[config.mk]
export PLATFORM = sky130hd
export DESIGN_NAME = glqr_datapath
export DESIGN_NICKNAME = d
export VERILOG_FILES = /design/src/design/glqr_pkg.sv /design/src/design/glqr_datapath.sv
export SDC_FILE = /design/constraint.sdc
export NUM_CORES = 2
export LEC_CHECK = 0
export ABC_AREA = 1
export BUFFER_PORTS_ARGS = -buffer_cell sky130_fd_sc_hd__buf_2
export CELL_PAD_IN_SITES_DETAIL_PLACEMENT = 1
export CELL_PAD_IN_SITES_GLOBAL_PLACEMENT = 1
export CORE_UTILIZATION = 51
export CTS_BUF_LIST = sky130_fd_sc_hd__clkbuf_4
export DETAILED_ROUTE_END_ITERATION = 16
export PLACE_DENSITY_LB_ADDON = 0.08
export SYNTH_ARGS = -nofsm -noshare
export SYNTH_HDL_FRONTEND = slang
export SYNTH_SLANG_ARGS = --single-unit
[constraint.sdc]
create_clock -name clk -period 9.74 [get_ports clk]
set_input_delay 0.974 -clock clk [delete_from_list [all_inputs] [get_ports clk]]
set_output_delay 0.974 -clock clk [all_outputs]
set_load 0.02 [all_outputs]
[src/design/glqr_pkg.sv]
package glqr_pkg;

  // number formats
  localparam int FRAC_BITS   = 16;
  localparam int POLY_DEGREE = 3;
  localparam int NUM_COEFS   = POLY_DEGREE + 1;
  localparam int NUM_STATES  = 6;
  localparam int NUM_ROWS    = 2;
  localparam int NUM_GAINS   = NUM_ROWS * NUM_STATES;
  localparam int TABLE_DEPTH = NUM_GAINS * NUM_COEFS;
  localparam int TAB_AW      = $clog2(TABLE_DEPTH);
  localparam int PTR_W       = TAB_AW + 1;

  // state column that carries velocity
  localparam int VEL_COL = 3;

  localparam int DATA_W  = 32;
  localparam int LEN_W   = 18;
  localparam int IDX_W   = 6;
  localparam int ERR_W   = DATA_W + 1;
  localparam int PROD_W  = 2 * ERR_W;
  localparam int SHIFT_W = PROD_W - FRAC_BITS;
  localparam int SUM_W   = SHIFT_W + 3;

  localparam int IN_TDATA_W  = 280;
  localparam int OUT_TDATA_W = 2 * DATA_W;

  // loop counters
  localparam int PW_W  = (POLY_DEGREE > 1) ? $clog2(POLY_DEGREE) : 1;
  localparam int COL_W = $clog2(NUM_STATES);

  // operation codes carried in tuser
  localparam logic OP_WRITE   = 1'b0;
  localparam logic OP_COMPUTE = 1'b1;

  // microprogram addresses
  localparam int UPC_W = 3;
  localparam logic [UPC_W-1:0] U_RD0    = 3'd0;
  localparam logic [UPC_W-1:0] U_LDA    = 3'd1;
  localparam logic [UPC_W-1:0] U_MLEN   = 3'd2;
  localparam logic [UPC_W-1:0] U_HORN   = 3'd3;
  localparam logic [UPC_W-1:0] U_MERR   = 3'd4;
  localparam logic [UPC_W-1:0] U_ACCUM  = 3'd5;
  localparam logic [UPC_W-1:0] U_ROWEND = 3'd6;
  localparam logic [UPC_W-1:0] U_EMIT   = 3'd7;

  typedef enum logic [2:0] {
    JMP_NEXT,
    JMP_PW_MORE,
    JMP_COL_MORE,
    JMP_ROW_MORE,
    JMP_DONE
  } jmp_t;

  typedef struct packed {
    logic             rd;
    logic             ld_acc;
    logic             mul_len;
    logic             horner;
    logic             mul_err;
    logic             add_sum;
    logic             row_end;
    logic             emit;
    jmp_t             jmp;
    logic [UPC_W-1:0] target;
  } ucode_t;

  // datapath controls from the sequencer
  typedef struct packed {
    logic start;
    logic ld_acc;
    logic mul_len;
    logic horner;
    logic mul_err;
    logic add_sum;
    logic row_end;
    logic row;
  } dp_ctl_t;

  // microprogram rom
  function automatic ucode_t ucode_rom(input logic [UPC_W-1:0] addr);
    ucode_t w;
    w = '0;
    w.jmp = JMP_NEXT;
    case (addr)
      U_RD0: begin
        w.rd = 1'b1;
      end
      U_LDA: begin
        w.ld_acc = 1'b1;
      end
      U_MLEN: begin
        w.mul_len = 1'b1;
        w.rd      = 1'b1;
      end
      U_HORN: begin
        w.horner = 1'b1;
        w.jmp    = JMP_PW_MORE;
        w.target = U_MLEN;
      end
      U_MERR: begin
        w.mul_err = 1'b1;
      end
      U_ACCUM: begin
        w.add_sum = 1'b1;
        w.jmp     = JMP_COL_MORE;
        w.target  = U_RD0;
      end
      U_ROWEND: begin
        w.row_end = 1'b1;
        w.jmp     = JMP_ROW_MORE;
        w.target  = U_RD0;
      end
      U_EMIT: begin
        w.emit = 1'b1;
        w.jmp  = JMP_DONE;
      end
      default: begin
        w.jmp = JMP_DONE;
      end
    endcase
    return w;
  endfunction

endpackage

[src/design/glqr_datapath.sv]
module glqr_datapath
  import glqr_pkg::*;
(
  input  logic              clk,
  input  dp_ctl_t           ctl,
  input  logic [DATA_W-1:0] rdata,
  input  logic [LEN_W-1:0]  len,
  input  logic [ERR_W-1:0]  err,
  output logic [DATA_W-1:0] wheel,
  output logic [DATA_W-1:0] joint,
  output logic              sat
);

  typedef struct packed {
    logic              clip;
    logic [DATA_W-1:0] value;
  } clip_t;

  // clip a wide signed value to the data word
  function automatic clip_t clip_word(input logic [SUM_W-1:0] v);
    clip_t r;
    logic  hi_ones;
    logic  hi_zeros;
    hi_ones  = &v[SUM_W-1:DATA_W-1];
    hi_zeros = ~|v[SUM_W-1:DATA_W-1];
    r.clip   = !(hi_ones || hi_zeros);
    if (r.clip) begin
      r.value = v[SUM_W-1] ? {1'b1, {(DATA_W-1){1'b0}}} : {1'b0, {(DATA_W-1){1'b1}}};
    end else begin
      r.value = v[DATA_W-1:0];
    end
    return r;
  endfunction

  logic        [DATA_W-1:0]  acc;
  logic signed [PROD_W-1:0]  prod;
  logic        [SUM_W-1:0]   sum;
  logic signed [ERR_W-1:0]   mul_a;
  logic signed [ERR_W-1:0]   mul_b;
  logic        [SHIFT_W-1:0] shifted;
  logic        [SUM_W-1:0]   shifted_ext;
  logic        [SUM_W-1:0]   horner_sum;
  clip_t                     horner_clip;
  clip_t                     row_clip;

  // shared multiplier operands
  assign mul_a = {acc[DATA_W-1], acc};
  assign mul_b = ctl.mul_len ? {{(ERR_W-LEN_W){1'b0}}, len} : err;

  // product truncated toward minus infinity
  assign shifted     = prod[PROD_W-1:FRAC_BITS];
  assign shifted_ext = {{(SUM_W-SHIFT_W){shifted[SHIFT_W-1]}}, shifted};
  assign horner_sum  = shifted_ext + {{(SUM_W-DATA_W){rdata[DATA_W-1]}}, rdata};
  assign horner_clip = clip_word(horner_sum);
  assign row_clip    = clip_word(sum);

  // multiply stage
  always_ff @(posedge clk) begin
    if (ctl.mul_len || ctl.mul_err) begin
      prod <= mul_a * mul_b;
    end
  end

  // horner accumulator
  always_ff @(posedge clk) begin
    if (ctl.ld_acc) begin
      acc <= rdata;
    end else if (ctl.horner) begin
      acc <= horner_clip.value;
    end
  end

  // row sum, torques and clip flag
  always_ff @(posedge clk) begin
    if (ctl.start) begin
      sum <= '0;
      sat <= 1'b0;
    end else begin
      if (ctl.horner && horner_clip.clip) begin
        sat <= 1'b1;
      end
      if (ctl.add_sum) begin
        sum <= sum + shifted_ext;
      end
      if (ctl.row_end) begin
        sum <= '0;
        if (row_clip.clip) begin
          sat <= 1'b1;
        end
        if (ctl.row) begin
          joint <= row_clip.value;
        end else begin
          wheel <= row_clip.value;
        end
      end
    end
  end

endmodule

==> impl_summary.txt <==
----------------------------------------------------
[Setup path]
  Critical-path cell with the highest stage delay ... fa_1
  CP cell instances ... buf_2 -> inv_1 -> nand2_1 -> nor2_1 -> fa_1 -> fa_1 -> fa_1 -> buf_4 -> fa_1 -> fa_1 -> fa_1 -> fa_1 -> fa_1 -> ha_1 -> nand2_1 -> nor2_1 -> inv_1 -> o31ai_1 -> a21oi_1 -> nand2_1 -> xor2_1
  CP endpoint kind ... register
  WP buf/inv ... 4
  Worst path required time ... 10.21 ns
  Largest driver fanout on the critical path ... 12
  Number of cells on the worst reg-to-reg path ... 22
  Most frequent cell on the critical path ... fa_1
  Startpoint types ... input pin
  Slowest Stage Delay on Critical Path ... 0.94 ns
  Setup CP Type ... in2reg
  Kind of cell with the highest combined delay on the critical path ... adder cells
  Total number of cells along the worst setup path ... 21
  Arrival time at the worst endpoint ... roughly 9.8 ns

[Clocking]
  Clock tree from TritonCTS ... done
  Master cell of the clock root buffer ... clkbuf_4
  Reg clk slew, reported paths ... 0.23 ns
  Number of hold buffers added after cts ... 0
  Post-CTS setup repair buffer count ... 0
  Largest buffer count on any clock path ... 2
  H-tree lvl count ... 4
  Number of buffers added by the clock tree synthesis step ... 17
  Clock Sinks ... 199
  Clock latency on the worst-skew pair ... 0.69 ns

[GRT]
  First-pass GRT wire length ... 302,000 microns
  Pin count of the biggest net entering global routing ... 66
  Number of global-route vias before repair ... 49,700
  Grt total ovfl ... 0
  All-Layer GR Usage ... 40.0%
  Antenna violations before repair ... 12

[Routing]
  Detailed route wirelength on metal3 ... 17,300 microns
  Final routed wirelength across all metal layers ... 200,000 microns
  Average wire length per cell after detail routing ... approximately 25 microns
  Residual DRC count ... 0
  Count of nets left with antenna violations after detail routing ... 0
  Detailed-routing iteration count for the pre-antenna-repair pass ... 5
  Per-cell via count in the routed design ... 5.68
  Detailed-route wire length on metal 1 ... 78,600 microns
  Drt initial violations ... approximately 3,500
  Routed met2 length ... 91,800 microns
  Highest routed layer ... met5
  Total number of vias ... 44,900

[Placement]
  Placed instance area ... 0.0544 sq mm
  Post-DP HPWL ... 170,000 microns
  PortBufs ... around 160
  Final Wtd Congestion ... 1.00

[Synth]
  Top cells by area, synth ... fa_1 43%, inv_1 11%, nand2_1 9.0%
  Warning count from the yosys run ... 0
  Number of flops mapped to enable cells by yosys ... 145
  Syn Nets ... 7,913
  Flop and latch count out of synthesis ... 199
  Distinct cell type count of the synthesized netlist ... between 50 and 60
  Avg Cell Area, Syn ... between 8 and 9 sq um
  Number of cells produced by synthesis ... approximately 6,400
  Dominant cell type by area after synthesis ... fa_1
  Seq/Total Area, Yosys ... 10.5%
  Top cell type's share of synthesized area ... 43.0%
  Most used DFF post-synth ... edfxtp_1
  Post-Syn Area ... ~0.052 sq mm
  Share of flip-flops with an asynchronous set or reset after synthesis ... 0%

[Finish]
  Fraction of final layout cells with drive strength greater than 1 ... 7.31%
  Area of all placed cells without fillers ... 0.0548 sq mm
  Net count reported at finish ... 8,014
  Most frequent cells in the layout ... 1,494 x inv_1, 1,237 x nand2_1, 1,112 x fa_1
  Share of the core filled with cells in the final layout ... 54.5%
  Relative area change from synthesis to final layout ... 5.74%
  Most common library cell in the layout ignoring fill and taps ... inv_1

[STA]
  Setup repair after global routing missed its margin ... false
  Final setup vio count ... 0
  Fin Clk Skew ... around 0.047 ns
  Final-report max-slew violation count ... 0
  Number of hold-slack violations in the final timing report ... 0
  Time the final worst path needs with I/O delays and setup ... between 9 and 10 ns
  Maximum clock frequency ... 108 MHz
  Remaining max-slew budget at the tightest pin ... 28.2%
  Period utilization ... 95.3%
  Least-Margin Pin Slew ... ~1.1 ns

[Die]
  Die boundary width ... 321 microns
  Die height ... 321 microns
  Area of the die ... 0.103 sq mm
  Core footprint ... approximately 0.10 sq mm
  Number of top-level pins ... 157
  Effective utilization at floorplan ... 51.6%
  Core Rows ... 116

[Min path]
  Hold-critical path depth ... 2
  Worst hold path class ... in2reg

[Flow run]
  Number of max-capacitance violations reported ... 0

[Outcome]
  Status ... complete, no violations

----------------------------------------------------
path summary, 6_finish.rpt:
check               start  endpoint  slack, ns
setup / recovery   ctl[5]  prod[44]       0.46
setup reg to reg  acc[16]  prod[44]       1.07
hold / removal     ctl[7]       sat       0.48
hold reg to reg    sum[0]    sum[0]       0.51
worst register-to-register path: stages (launching register included):
cell	delay [ns]
edfxtp_1	0.45
buf_4	0.22
inv_1	0.58
buf_4	0.39
nor2_1	0.11
fa_1	0.48
fa_1	0.54
inv_1	0.08
fa_1	0.48
fa_1	0.54
inv_1	0.07
fa_1	0.56
fa_1	0.44
fa_1	0.52
fa_1	0.43
ha_1	0.51
nand2_1	0.15
nor2_1	0.24
inv_1	0.11
o31ai_1	0.77
a21oi_1	0.08
nand2_1	0.30
xor2_1	0.39
synth_stat cells, drive strengths merged (19+ instances only):
library cell and count:
nor2 887, clkinv 19, o21ai 168, nand4 53, ha 283, fa 1113, or2 36, a21oi 273
xnor2 39, a31oi 40, clkbuf 188, dfxtp 54, inv 1522, a21o 21, nand3 97, xor2 86
edfxtp 145, nand2 1281, nor3 31
state kept, by name, summed over array words and instances (netlist names):
register and flops:
sat 1, acc 32, wheel 32, joint 32, sum 53, prod 49
final cells by class:
class / count / area (sq um)
Fill cell: 12600 / 45700
Multi-Input combinational cell: 4483 / 39800
Inverter: 1541 / 5780
Sequential cell: 199 / 5440
Timing Repair Buffer: 284 / 1740
Tap cell: 1357 / 1700
Clock inverter: 15 / 210
Clock buffer: 17 / 128
Antenna cell: 5 / 12.5
per-stage QoR:
step | setup WS, ns | TNS, ns | instances | hold WS, ns
2_1_floorplan | 1.19 | 0 | 6425 | 0.458
3_3_place_gp | 0.0419 | 0 | 7864 | 0.468
3_5_place_dp | -0.196 | -1.34 | 7864 | 0.487
4_1_cts | 0.515 | 0 | 7896 | 0.461
5_1_grt | 0.0935 | 0 | 7898 | 0.466
6_report | 0.460 | 0 | 7901 | 0.483
timing repair:
item | CTS | global route
gates resized for setup | 0 | 1
endpoints found under the setup margin | 0 | 1
endpoints found under the hold margin | 0 | 0
cells by family (layout without fill, tap and decap cells):
kind of cell	after synthesis	after routing	share of synthesized area, %
flip-flops	199	199	10.5
XOR/XNOR	125	125	2.11
AO/OA/AOI/OAI	561	561	6.18
other	0	5	0
adder cells (fa/ha/maj)	1396	1396	49.8
buffers and inverters	1743	1857	12.8
AND/OR/NAND/NOR	2401	2401	18.6
metal layers:
layer,up-vias,GRT usage [%]
met5,-,0
met4,10,21.1
met3,600,8.21
met2,1955,64.6
met1,23200,50.8
li1,19200,-
Power is not shown: default switching activity piles up to over one toggle a cycle in this logic, so the estimate is an artifact.
